File: src/rtl/core/dmmlcd_pkg.sv
// Shared types, codes and segment lookup for the multimeter LCD packet decoder.
package dmmlcd_pkg;

	localparam int PktBytes  = 14;
	localparam int StoreBytes = PktBytes - 1;
	localparam int QDepth    = 2;

	// register map
	localparam logic REG_USER_SYMBOL_MODE = 1'b0;

	typedef logic [3:0] nib_t;
	typedef logic [PktBytes-1:0][3:0] pkt_t;

	// front to queue
	typedef struct packed {
		logic push;
		pkt_t pkt;
	} q_wr_t;

	// queue to back
	typedef struct packed {
		logic avail;
		pkt_t pkt;
	} q_rd_t;

	typedef enum logic [1:0] {
		ST_OK    = 2'd0,
		ST_FLAGS = 2'd1,
		ST_DIGIT = 2'd2
	} status_t;

	typedef enum logic [3:0] {
		Q_NONE  = 4'd0,
		Q_VOLT  = 4'd1,
		Q_AMP   = 4'd2,
		Q_OHM   = 4'd3,
		Q_HZ    = 4'd4,
		Q_FARAD = 4'd5,
		Q_CONT  = 4'd6,
		Q_DUTY  = 4'd7,
		Q_DEGC  = 4'd8,
		Q_DEGF  = 4'd9
	} quantity_t;

	typedef enum logic [2:0] {
		USM_NONE   = 3'd0,
		USM_SYM0_C = 3'd1,
		USM_SYM1_C = 3'd2,
		USM_SYM2_C = 3'd3,
		USM_SYM1_F = 3'd4
	} usm_t;

	// overlimit display pattern
	localparam logic [6:0] OL_D0 = 7'h00;
	localparam logic [6:0] OL_D1 = 7'h7d;
	localparam logic [6:0] OL_D2 = 7'h68;
	localparam logic [6:0] OL_D3 = 7'h00;

	// 7-segment code to digit; bit 4 is the valid mark
	function automatic logic [4:0] seg_decode(input logic [6:0] code);
		logic [4:0] r;
		unique case (code)
			7'h7d:   r = {1'b1, 4'd0};
			7'h05:   r = {1'b1, 4'd1};
			7'h5b:   r = {1'b1, 4'd2};
			7'h1f:   r = {1'b1, 4'd3};
			7'h27:   r = {1'b1, 4'd4};
			7'h3e:   r = {1'b1, 4'd5};
			7'h7e:   r = {1'b1, 4'd6};
			7'h15:   r = {1'b1, 4'd7};
			7'h7f:   r = {1'b1, 4'd8};
			7'h3f:   r = {1'b1, 4'd9};
			default: r = {1'b0, 4'd0};
		endcase
		return r;
	endfunction

	// true when more than one bit is set
	function automatic logic multi_hot(input logic [5:0] v);
		return (v & (v - 6'd1)) != 6'd0;
	endfunction

endpackage

File: src/rtl/core/dmmlcd_front.sv
// Front end: sequence tracking and nibble capture, hands full packets to the queue.
module dmmlcd_front (
	input  logic               clk,
	input  logic               arst_n,
	input  logic               in_valid,
	output logic               in_stall,
	input  logic [7:0]         rx_byte,
	input  logic               q_full,
	output dmmlcd_pkg::q_wr_t  q_wr
);
	import dmmlcd_pkg::*;

	logic [3:0] pos_q;
	nib_t       nib_q [StoreBytes];
	logic [3:0] seq;
	nib_t       low;
	logic       take;
	logic       restart;
	logic       in_order;
	logic       last;

	assign seq      = rx_byte[7:4];
	assign low      = rx_byte[3:0];
	assign in_stall = q_full;
	assign take     = in_valid && !in_stall;

	assign restart  = (seq == 4'd1);
	assign in_order = (pos_q != 4'd0) && ({1'b0, seq} == ({1'b0, pos_q} + 5'd1));
	assign last     = (seq == 4'(PktBytes));

	// byte position tracking
	always_ff @(posedge clk or negedge arst_n) begin
		if (!arst_n) begin
			pos_q <= 4'd0;
		end else if (take) begin
			if (restart) begin
				pos_q <= 4'd1;
			end else if (!in_order || last) begin
				pos_q <= 4'd0;
			end else begin
				pos_q <= pos_q + 4'd1;
			end
		end
	end

	// nibble store, no reset
	always_ff @(posedge clk) begin
		if (take) begin
			if (restart) begin
				nib_q[0] <= low;
			end else if (in_order && !last && pos_q < 4'(StoreBytes)) begin
				nib_q[pos_q] <= low;
			end
		end
	end

	// packet assembly for the queue
	always_comb begin
		q_wr.push = take && !restart && in_order && last;
		for (int i = 0; i < StoreBytes; i++) begin
			q_wr.pkt[i] = nib_q[i];
		end
		q_wr.pkt[PktBytes-1] = low;
	end

endmodule

File: src/rtl/core/dmmlcd_queue.sv
// Short packet queue between front and back ends.
module dmmlcd_queue (
	input  logic               clk,
	input  logic               arst_n,
	input  dmmlcd_pkg::q_wr_t  q_wr,
	input  logic               pop,
	output dmmlcd_pkg::q_rd_t  q_rd,
	output logic               full
);
	import dmmlcd_pkg::*;

	localparam int PtrW = $clog2(QDepth);

	pkt_t            mem_q [QDepth];
	logic [PtrW-1:0] wptr_q;
	logic [PtrW-1:0] rptr_q;
	logic [PtrW:0]   cnt_q;
	logic            do_push;
	logic            do_pop;

	assign full       = (cnt_q == (PtrW+1)'(QDepth));
	assign q_rd.avail = (cnt_q != '0);
	assign q_rd.pkt   = mem_q[rptr_q];
	assign do_push    = q_wr.push && !full;
	assign do_pop     = pop && q_rd.avail;

	// pointers and fill count
	always_ff @(posedge clk or negedge arst_n) begin
		if (!arst_n) begin
			wptr_q <= '0;
			rptr_q <= '0;
			cnt_q  <= '0;
		end else begin
			if (do_push) begin
				wptr_q <= (wptr_q == PtrW'(QDepth - 1)) ? '0 : wptr_q + 1'b1;
			end
			if (do_pop) begin
				rptr_q <= (rptr_q == PtrW'(QDepth - 1)) ? '0 : rptr_q + 1'b1;
			end
			if (do_push && !do_pop) begin
				cnt_q <= cnt_q + 1'b1;
			end else if (do_pop && !do_push) begin
				cnt_q <= cnt_q - 1'b1;
			end
		end
	end

	// storage
	always_ff @(posedge clk) begin
		if (do_push) begin
			mem_q[wptr_q] <= q_wr.pkt;
		end
	end

endmodule

File: src/rtl/core/dmmlcd_back.sv
// Back end: decodes one packet into a reading and holds it in the output register.
module dmmlcd_back (
	input  logic               clk,
	input  logic               arst_n,
	input  dmmlcd_pkg::q_rd_t  q_rd,
	output logic               pop,
	input  logic [2:0]         user_symbol_mode,
	output logic               out_valid,
	input  logic               out_stall,
	output logic [1:0]         status,
	output logic               over_limit,
	output logic               negative,
	output logic [13:0]        magnitude,
	output logic signed [5:0]  exponent,
	output logic [3:0]         quantity,
	output logic [5:0]         mode_flags,
	output logic               low_battery,
	output logic [3:0]         user_symbols
);
	import dmmlcd_pkg::*;

	pkt_t              nb;
	logic [6:0]        db [4];
	logic [4:0]        dd [4];
	logic              ol;
	logic              neg;
	logic              bad_digit;
	logic              bad_flags;
	logic [13:0]       mag;
	logic signed [5:0] exp_v;
	quantity_t         quant;
	status_t           stat;
	logic [5:0]        flags;
	logic              load;

	logic              valid_q;
	status_t           status_q;
	logic              ol_q;
	logic              neg_q;
	logic [13:0]       mag_q;
	logic signed [5:0] exp_q;
	quantity_t         quant_q;
	logic [5:0]        flags_q;
	logic              lowbat_q;
	logic [3:0]        usym_q;

	assign nb   = q_rd.pkt;
	assign load = q_rd.avail && (!valid_q || !out_stall);
	assign pop  = load;

	// digit extraction and lookup
	always_comb begin
		for (int i = 0; i < 4; i++) begin
			db[i] = {nb[1 + 2*i][2:0], nb[2 + 2*i]};
			dd[i] = seg_decode(db[i]);
		end
	end

	// reading decode
	always_comb begin
		neg       = nb[1][3];
		ol        = (db[0] == OL_D0) && (db[1] == OL_D1) && (db[2] == OL_D2) &&
		            (db[3] == OL_D3);
		bad_digit = 1'b0;
		mag       = '0;
		exp_v     = '0;
		if (ol) begin
			neg = 1'b0;
		end else begin
			bad_digit = !(dd[0][4] && dd[1][4] && dd[2][4] && dd[3][4]);
			if (!bad_digit) begin
				mag = 14'(dd[0][3:0]) * 14'd1000 + 14'(dd[1][3:0]) * 14'd100 +
				      14'(dd[2][3:0]) * 14'd10 + 14'(dd[3][3:0]);
			end
			// decimal point
			if (nb[3][3]) begin
				exp_v = -6'sd3;
			end else if (nb[5][3]) begin
				exp_v = -6'sd2;
			end else if (nb[7][3]) begin
				exp_v = -6'sd1;
			end
			// SI prefixes: nano, micro, milli, kilo, mega
			if (nb[9][2]) exp_v = exp_v - 6'sd9;
			if (nb[9][3]) exp_v = exp_v - 6'sd6;
			if (nb[10][3]) exp_v = exp_v - 6'sd3;
			if (nb[9][1]) exp_v = exp_v + 6'sd3;
			if (nb[10][1]) exp_v = exp_v + 6'sd6;
		end

		// quantity, last lit flag wins
		quant = Q_NONE;
		if (nb[12][2]) quant = Q_VOLT;
		if (nb[12][3]) quant = Q_AMP;
		if (nb[11][2]) quant = Q_OHM;
		if (nb[12][1]) quant = Q_HZ;
		if (nb[11][3]) quant = Q_FARAD;
		if (nb[10][0]) begin
			quant = Q_CONT;
			mag   = ol ? 14'd0 : 14'd1;
			ol    = 1'b0;
			neg   = 1'b0;
			exp_v = '0;
		end
		if (nb[9][0]) quant = Q_VOLT;
		if (nb[10][2]) quant = Q_DUTY;

		// temperature override from user symbols
		case (user_symbol_mode)
			USM_SYM0_C: if (nb[13][0]) quant = Q_DEGC;
			USM_SYM1_C: if (nb[13][1]) quant = Q_DEGC;
			USM_SYM2_C: if (nb[13][2]) quant = Q_DEGC;
			USM_SYM1_F: begin
				if (nb[13][1]) quant = Q_DEGF;
				if (nb[13][2]) quant = Q_DEGC;
			end
			default: ;
		endcase

		flags = {nb[11][1], nb[11][0], nb[9][0], nb[0][1], nb[0][2], nb[0][3]};

		// flag consistency
		bad_flags = multi_hot({1'b0, nb[9][2], nb[9][3], nb[10][3], nb[9][1], nb[10][1]}) ||
		            multi_hot({nb[12][1], nb[11][2], nb[11][3], nb[12][3], nb[12][2],
		                       nb[10][2]}) ||
		            (nb[0][3] && nb[0][2]) || !nb[0][0];
		if (bad_digit) begin
			stat = ST_DIGIT;
		end else if (bad_flags) begin
			stat = ST_FLAGS;
		end else begin
			stat = ST_OK;
		end
	end

	// output valid
	always_ff @(posedge clk or negedge arst_n) begin
		if (!arst_n) begin
			valid_q <= 1'b0;
		end else if (load) begin
			valid_q <= 1'b1;
		end else if (!out_stall) begin
			valid_q <= 1'b0;
		end
	end

	// output payload
	always_ff @(posedge clk) begin
		if (load) begin
			status_q <= stat;
			ol_q     <= ol;
			neg_q    <= neg;
			mag_q    <= mag;
			exp_q    <= exp_v;
			quant_q  <= quant;
			flags_q  <= flags;
			lowbat_q <= nb[12][0];
			usym_q   <= nb[13];
		end
	end

	assign out_valid    = valid_q;
	assign status       = status_q;
	assign over_limit   = ol_q;
	assign negative     = neg_q;
	assign magnitude    = mag_q;
	assign exponent     = exp_q;
	assign quantity     = quant_q;
	assign mode_flags   = flags_q;
	assign low_battery  = lowbat_q;
	assign user_symbols = usym_q;

endmodule

File: src/rtl/core/dmm_lcd_packet_decoder.sv
// Top level of the multimeter LCD packet decoder: register port, front, queue and back.
//
//  port group   direction  transaction
//  in_*         in         one received byte (rx_byte)
//  out_*        out        one decoded reading, after the 14th byte of a packet
//  p*           in/out     register access, user_symbol_mode at byte address 0
//
// One byte is taken every cycle; in_stall rises only while the two-entry packet
// queue is full. A reading is written into the queue on its last byte and is then
// decoded into the output register, where it stays until out_stall is low.
// Reset clears the byte position, queue count, output valid and the register;
// the nibble store needs no clearing since every nibble is written before use.
module dmm_lcd_packet_decoder (
	input  logic               clk,
	input  logic               arst_n,
	input  logic               in_valid,
	output logic               in_stall,
	input  logic [7:0]         rx_byte,
	output logic               out_valid,
	input  logic               out_stall,
	output logic [1:0]         status,
	output logic               over_limit,
	output logic               negative,
	output logic [13:0]        magnitude,
	output logic signed [5:0]  exponent,
	output logic [3:0]         quantity,
	output logic [5:0]         mode_flags,
	output logic               low_battery,
	output logic [3:0]         user_symbols,
	input  logic               psel,
	input  logic               penable,
	input  logic               pwrite,
	input  logic [2:0]         paddr,
	input  logic [31:0]        pwdata,
	output logic [31:0]        prdata,
	output logic               pready
);
	import dmmlcd_pkg::*;

	logic [2:0] usm_q;
	q_wr_t      q_wr;
	q_rd_t      q_rd;
	logic       q_full;
	logic       q_pop;

	// register port
	assign pready = 1'b1;
	assign prdata = (paddr[2] == REG_USER_SYMBOL_MODE) ? {29'd0, usm_q} : 32'd0;

	always_ff @(posedge clk or negedge arst_n) begin
		if (!arst_n) begin
			usm_q <= 3'd0;
		end else if (psel && penable && pwrite && pready &&
		             paddr[2] == REG_USER_SYMBOL_MODE) begin
			usm_q <= pwdata[2:0];
		end
	end

	dmmlcd_front u_front (
		.clk      (clk),
		.arst_n   (arst_n),
		.in_valid (in_valid),
		.in_stall (in_stall),
		.rx_byte  (rx_byte),
		.q_full   (q_full),
		.q_wr     (q_wr)
	);

	dmmlcd_queue u_queue (
		.clk    (clk),
		.arst_n (arst_n),
		.q_wr   (q_wr),
		.pop    (q_pop),
		.q_rd   (q_rd),
		.full   (q_full)
	);

	dmmlcd_back u_back (
		.clk              (clk),
		.arst_n           (arst_n),
		.q_rd             (q_rd),
		.pop              (q_pop),
		.user_symbol_mode (usm_q),
		.out_valid        (out_valid),
		.out_stall        (out_stall),
		.status           (status),
		.over_limit       (over_limit),
		.negative         (negative),
		.magnitude        (magnitude),
		.exponent         (exponent),
		.quantity         (quantity),
		.mode_flags       (mode_flags),
		.low_battery      (low_battery),
		.user_symbols     (user_symbols)
	);

endmodule
File: config.mk
export PLATFORM = sky130hd
export DESIGN_NAME = dmm_lcd_packet_decoder
export DESIGN_NICKNAME = d
export VERILOG_FILES = /design/src/rtl/core/dmmlcd_pkg.sv /design/src/rtl/core/dmmlcd_front.sv /design/src/rtl/core/dmmlcd_queue.sv /design/src/rtl/core/dmmlcd_back.sv /design/src/rtl/core/dmm_lcd_packet_decoder.sv
export SDC_FILE = /design/constraint.sdc
export NUM_CORES = 1
export LEC_CHECK = 0
export ABC_AREA = 1
export BUFFER_PORTS_ARGS = -buffer_cell sky130_fd_sc_hd__buf_4
export CORE_MARGIN = 2
export CORE_UTILIZATION = 54
export CTS_CLUSTER_SIZE = 8
export DETAILED_ROUTE_END_ITERATION = 10
export GPL_ROUTABILITY_DRIVEN = 0
export GPL_TIMING_DRIVEN = 0
export PLACE_DENSITY_LB_ADDON = 0.08
export RECOVER_POWER = 25
export SLEW_MARGIN = 30
export SYNTH_ARGS = -nofsm -noshare
export SYNTH_HDL_FRONTEND = slang
export SYNTH_SLANG_ARGS = --single-unit
export TNS_END_PERCENT = 5
File: constraint.sdc
create_clock -name clk -period 4.8 [get_ports clk]
set_input_delay 0.48 -clock clk [delete_from_list [all_inputs] [get_ports clk]]
set_output_delay 0.48 -clock clk [all_outputs]
set_load 0.02 [all_outputs]
# Yosys cells after proc, flatten, opt, wreduce, memory -nomap -nowiden
# Memory sizes are Yosys's and may differ from the RTL's.
# Cells that the tools add are included.
# Widths: inputs -> output; s select.
# word_totals
out_inout_bits	74
in_bits	50
n_memories	2
word_cells	194
reg_bits	51
mem_bits_rw	164
# classes
eq_ne	50
reduce_logical	46
n_mul	3
add_sub_neg	16
bitwise	3
n_lt_le_gt_ge	1
mux	58
# memory_table
name	depth	width	read_ports	rd_clocked_by_memory_dff	wr	line	rtl
u_queue.mem_q	2	56	1	0	1	dmmlcd_queue.sv:14	pkt_t mem_q [QDepth];
u_front.nib_q	13	4	13	0	1	dmmlcd_front.sv:14	nib_t nib_q [StoreBytes];
# op_table
operator	n
$pmux 5 s10	4
$eq 7x7->1 const B	17
$eq 7x6->1 const B	12
$mux 6	13
$eq 7x5->1 const B	8
$mux 14	3
$mux 4	9
$eq 7x3->1 const B	4
$logic_and 1x1->1	22
$mux 1	18
$mux 3	6
$pmux 4 s4	1
$add 14x11->14	1
$add 14x4->14	1
$add 14x8->14	1
$logic_not 7->1	2
$reduce_bool 6->1	2
$mul 4x7->11 const B	1
$logic_not 1->1	10
$mul 4x5->9 const B	1
$mux 2	4
$mul 4x3->7 const B	1
$add 6x3->6 const B	1
$add 6x4->6 const B	1
27 further kinds	34

# Depth between registers and ports, before layout
# An unclocked memory read counts as a cell.
# logic_depth
depth_word	20
ltp_mapped	32

# By module
# Synthesis repeated with hierarchy kept, for this count alone.
# unflattened
cells_unflattened	1150
area_unflattened_um2	11443.5
# by_module_without_submodules
module	cells_each	area_each_um2	seq_area_each_um2	n_inst
dmmlcd_back	618	4610.7	1196.1	1
dmmlcd_queue	324	4291.6	3463.3	1
dmmlcd_front	153	2149.6	1661.6	1
dmm_lcd_packet_decoder	55	391.6	75.1	1

# Worst setup path after synthesis
# Ideal clock, no wire load.
# synth_path
kind	register to register
startpoint	reg u_queue.rptr_q
endpoint	reg u_back.mag_q[12], in the netlist u_back.magnitude[12], data pin
n_path_buf	2
arrival_time_ns	5.030
stages_incl_launch_ff	27
setup_slack_ns	-0.487
setup_time_ns	0.257
path_cell_list	dfrtp_1 -> buf_6 -> buf_4 -> o21ai_1 -> nor2_1 -> inv_2 -> nor3_2 -> nand2_1 -> nand2_1 -> nor3_1 -> inv_1 -> fa_1 -> fa_1 -> fa_1 -> ha_1 -> ha_1 -> nand2_1 -> inv_1 -> nand4_1 -> nand3_1 -> nand2_1 -> nand2_1 -> a21oi_1 -> o21ai_0 -> a21o_1 -> o21ai_1 -> a21oi_2
# synth_between
elab_chain_cells	10
elab_cells_between_ends	63
cone_classes	3 x add/sub; 3 x mul; 41 x eq/ne; 7 x mux; 8 x reduce/logical; 1 x memory
# synth_lines
element	line	rtl
start, declared	dmmlcd_queue.sv:16	logic [PtrW-1:0] rptr_q;
start signal, assigned	dmmlcd_queue.sv:38	rptr_q <= (rptr_q == PtrW'(QDepth - 1)) ? '0 : rptr_q + 1'b1;
$mem_v2 2x56 *	-	
$eq 7x6->1 (tied with other cells)	dmmlcd_pkg.sv:62	unique case (code)
$pmux 5 s10	dmmlcd_pkg.sv:62	
$mul 4x7->11 or $mul 4x5->9 (tied branches)	dmmlcd_back.sv:72	mag = 14'(dd[0][3:0]) * 14'd1000 + 14'(dd[1][3:0]) * 14'd100 +
$add 14x11->14	dmmlcd_back.sv:72	
$add 14x8->14	dmmlcd_back.sv:72	
$add 14x4->14	dmmlcd_back.sv:73	14'(dd[2][3:0]) * 14'd10 + 14'(dd[3][3:0]);
$mux 14	dmmlcd_back.sv:71	if (!bad_digit) begin
$mux 14	dmmlcd_back.sv:67	if (ol) begin
$mux 14 *	dmmlcd_back.sv:98	if (nb[10][0]) begin
end signal, assigned	dmmlcd_back.sv:153	mag_q <= mag;
end, declared	dmmlcd_back.sv:40	logic [13:0] mag_q;
# Mark *: on every way between the ends. The rest lies on a longest branch, timed or not.
# A chain may end at the register's enable or synchronous reset.

# Final worst setup path
# Ends and elaborated chain as after synthesis.

==> results.ini <==
[outcome]
outcome=finished with violations
violations=setup timing

[timing]
tightest_slew_ps=990
fin_crit_sh_pct=107
setup_viol=5
fmaxAchievable_mhz=194
fin_crit_ps=5150
hold_slack_ps=149
slew_headroom_pct=34.0
hold_viol=0
worst_slack_ps=-346
report.final.slew_viol_count=0
skew_ps=26.3
rsz0062_at_grt=yes

[clock_network]
h-tree-depth=1
clock_path_buffers=3
clkLatencyLatePin_ps=550
numCtsBuffers=30
cts_tree=done
cts.clk_slew.worst_paths_ps=50
root_buffer=clkbuf_16
cts.sinks=215

[synth]
synth_cell_type_count=46
async_flop_share_pct=5.58
yosys-top-cells-area=edfxtp_1 54%, nand2_1 8.1%, ha_1 6.5%
synth-main-ff-cell=edfxtp_1
syn_area_per_cell_sq_um=10.4
yosysTopAreaCell=edfxtp_1
netlist_area_sq_um=11300
synth_edf_count=203
yosysWarnings=0
synth-seq-area-share_pct=56.7
syn_inst=1088
synth_top_area_share_pct=54.0
ys_ff_latch=215

[floorplanning]
io_pins=124
core_area_sq_um=20400
chipWidth_microns=149
die_h_microns=149
std_cell_rows=52
initial_utilization_pct=55.4
die-area_sq_um=22100

[setup_path]
worstReg2RegStart=u_queue.rptr_q
critPathMaxFanout=8
cp.required_ps=5080
cp-end-kind=flop
worstSetupPathType=flop to flop
cp-startpoint=u_queue.rptr_q
start_kind=flop
cp.arrival_ps=5430

[min_path]
min-delay-start=out_stall
hp-class=input pin to flop

[place]
hpwl_microns=15800
portBuffers=62
dp.cells=1454
pre_cts_ws_ps=-566

[cells_and_area]
fillers=1491
final_util_pct=69.0
instances_no_fill=1535
num_antenna_cells=0
area_growth_pct=24.5
drive_gt1_share_pct=24.8
nNetsFinal=1374

[route]
viasPerCell=5.10
routedWlPerCell_microns=15.0
wl_microns=23000
first_pass_iters=6
drt_iter0_drc=474
ant_nets=0
drcViolationCount=0
num_vias=7829

[power]
finalPower_mw=7.53
p_leak_nw=6.10
ir_drop_v=0.000314
p_per_area_nw_per_um2=536

[job]
cap_viol_max_count=0

[grt]
grt_pass1_vias=7448
antenna_found_initial=0
track_usage_pct=21.0
grt_max_degree=40
grt_overflow_total=0
grt_pass1_wl_microns=36800

[placed cells by master (no fill, tap or decap), types with 6 or more instances in the layout]
cell type	instances
nor2_1	85
clkbuf_1	23
o21ai_1	14
xor2_1	17
inv_2	16
edfxtp_1	203
a21oi_2	8
inv_1	125
nand3_1	42
nor3_2	7
xnor2_1	8
nor2_2	14
buf_4	117
clkbuf_16	30
buf_16	6
conb_1	30
o21ai_0	18
ha_1	37
ha_4	20
nand4_1	18
nand2_1	231
or2_2	12
fa_1	14
nor3_1	21
a21oi_1	25
o21ai_2	13
dfrtp_1	12
nand2_2	22
[cell usage after synthesis, types with 2 or more instances]
| cell | n |
|---|---|
| buf_4 | 34 |
| o21ai_1 | 17 |
| o22ai_1 | 3 |
| nand2_1 | 245 |
| nor3_2 | 8 |
| clkbuf_1 | 2 |
| ha_1 | 59 |
| conb_1 | 2 |
| nor3_1 | 24 |
| buf_2 | 2 |
| a21o_1 | 4 |
| nor2_2 | 5 |
| xnor2_1 | 8 |
| a21oi_2 | 3 |
| mux2i_1 | 2 |
| xor2_1 | 17 |
| a221oi_1 | 3 |
| or2_1 | 4 |
| nand2_2 | 11 |
| a21oi_1 | 31 |
| nand3_2 | 4 |
| or2_2 | 12 |
| nand3_1 | 43 |
| fa_1 | 15 |
| edfxtp_1 | 203 |
| nor4_1 | 7 |
| o21ai_0 | 22 |
| dfrtp_1 | 12 |
| nand4_1 | 18 |
| o211ai_1 | 2 |
| inv_1 | 132 |
| o21ai_2 | 10 |
| buf_6 | 4 |
| nor2_1 | 99 |
| inv_2 | 10 |
[flip-flops by register name, summed over array words and instances, names as in the netlist]
signal               count
u_queue.rptr_q           1
u_back.mode_flags        6
u_back.status            2
usm_q                    3
u_back.low_battery       1
u_queue.mem_q          112
u_back.magnitude        14
u_back.over_limit        1
u_queue.cnt_q            2
u_back.quantity          4
u_queue.wptr_q           1
u_back.out_valid         1
u_front.nib_q           52
u_back.user_symbols      4
u_back.negative          1
u_back.exponent          6
u_front.pos_q            4
[critical path: stages (launching register included)]
cell	delay [ps]
dfrtp_1	390
buf_12	160
buf_12	140
o21ai_4	240
nand2_1	110
nor2_2	150
nand3_2	120
nand4_1	140
buf_4	140
ha_4	190
fa_2	540
fa_1	440
fa_1	560
ha_4	210
ha_4	250
nand2_1	60
inv_1	50
nand4_1	80
nand3_1	100
nand2_1	90
nand2_1	70
a21oi_2	150
o21ai_1	90
a21o_1	190
o21ai_2	160
a21oi_2	40
[metal layers]
layer | GRT usage [%] | routed length (microns) | vias up | part of all wire, %
li1 | - | - | 3942 | -
met3 | 2.73 | 1310 | 36 | 5.7
met2 | 35.6 | 11000 | 238 | 48
met1 | 29.0 | 10200 | 3613 | 44
met4 | 5.52 | 450 | 0 | 2.0
met5 | 0 | 0 | - | 0
[where the power goes]
| group | switching, mW | total (mW) | internal, mW |
|---|---|---|---|
| Combinational | 2.03 | 3.30 | 1.27 |
| Clock | 0.718 | 1.86 | 1.14 |
| Sequential | 0.0686 | 2.37 | 2.30 |
| Total | 2.82 | 7.53 | 4.71 |
[per-stage QoR]
stage / cell area (sq um) / setup TNS (ps)
detailed placement: 12500 / -2020
finish: 14100 / -1170
global route: 14100 / -2750
CTS: 13900 / -746
floorplan: 11500 / -48.3
global placement: 12300 / -172220
[layout make-up]
type,count,area (sq um),area share (%)
flip-flops and latches,215,6400,45.5
repair buffers,102,881,6.27
clock inverters,1,30.0,0.214
clock buffers,46,811,5.77
plain buffers,44,399,2.84
inverters,144,551,3.92
multi-input cells,713,4650,33.1
well taps,270,338,2.40
[logic make-up after synthesis]
logic type | count (synthesis) | share of synthesized area (%)
muxes | 2 | 0.177
xor gates and xnor gates | 25 | 1.94
buffers and inverters | 188 | 7.79
AOI/OAI and AO/OA | 100 | 5.33
and+or+nand+nor | 482 | 18.8
adders and majority gates | 74 | 9.20
other | 2 | 0.0665
DFF | 215 | 56.7
[worst paths after layout]
| kind | to | slack, ps | cells past startpoint |
|---|---|---|---|
| worst max-delay path | u_back.magnitude[12] | -350 | 25 |
| min in group asynchronous | usm_q[2] | 530 | 2 |
| max in group asynchronous | u_front.pos_q[3] | 3760 | 2 |
| worst max register to register | u_back.magnitude[12] | -350 | 25 |
| worst min register to register | u_queue.mem_q[1][33] | 440 | 0 |
| worst min-delay path | u_back.out_valid | 150 | 3 |
[repair_timing]
action,CTS,global route
resized for setup,61,36
pin swaps,29,35
setup endpoints to repair,5,8
buffers inserted,24,9
hold buffers,1,0
gates cloned,0,0
hold endpoints to repair,12,0
Power figures use the tool's default switching activity.
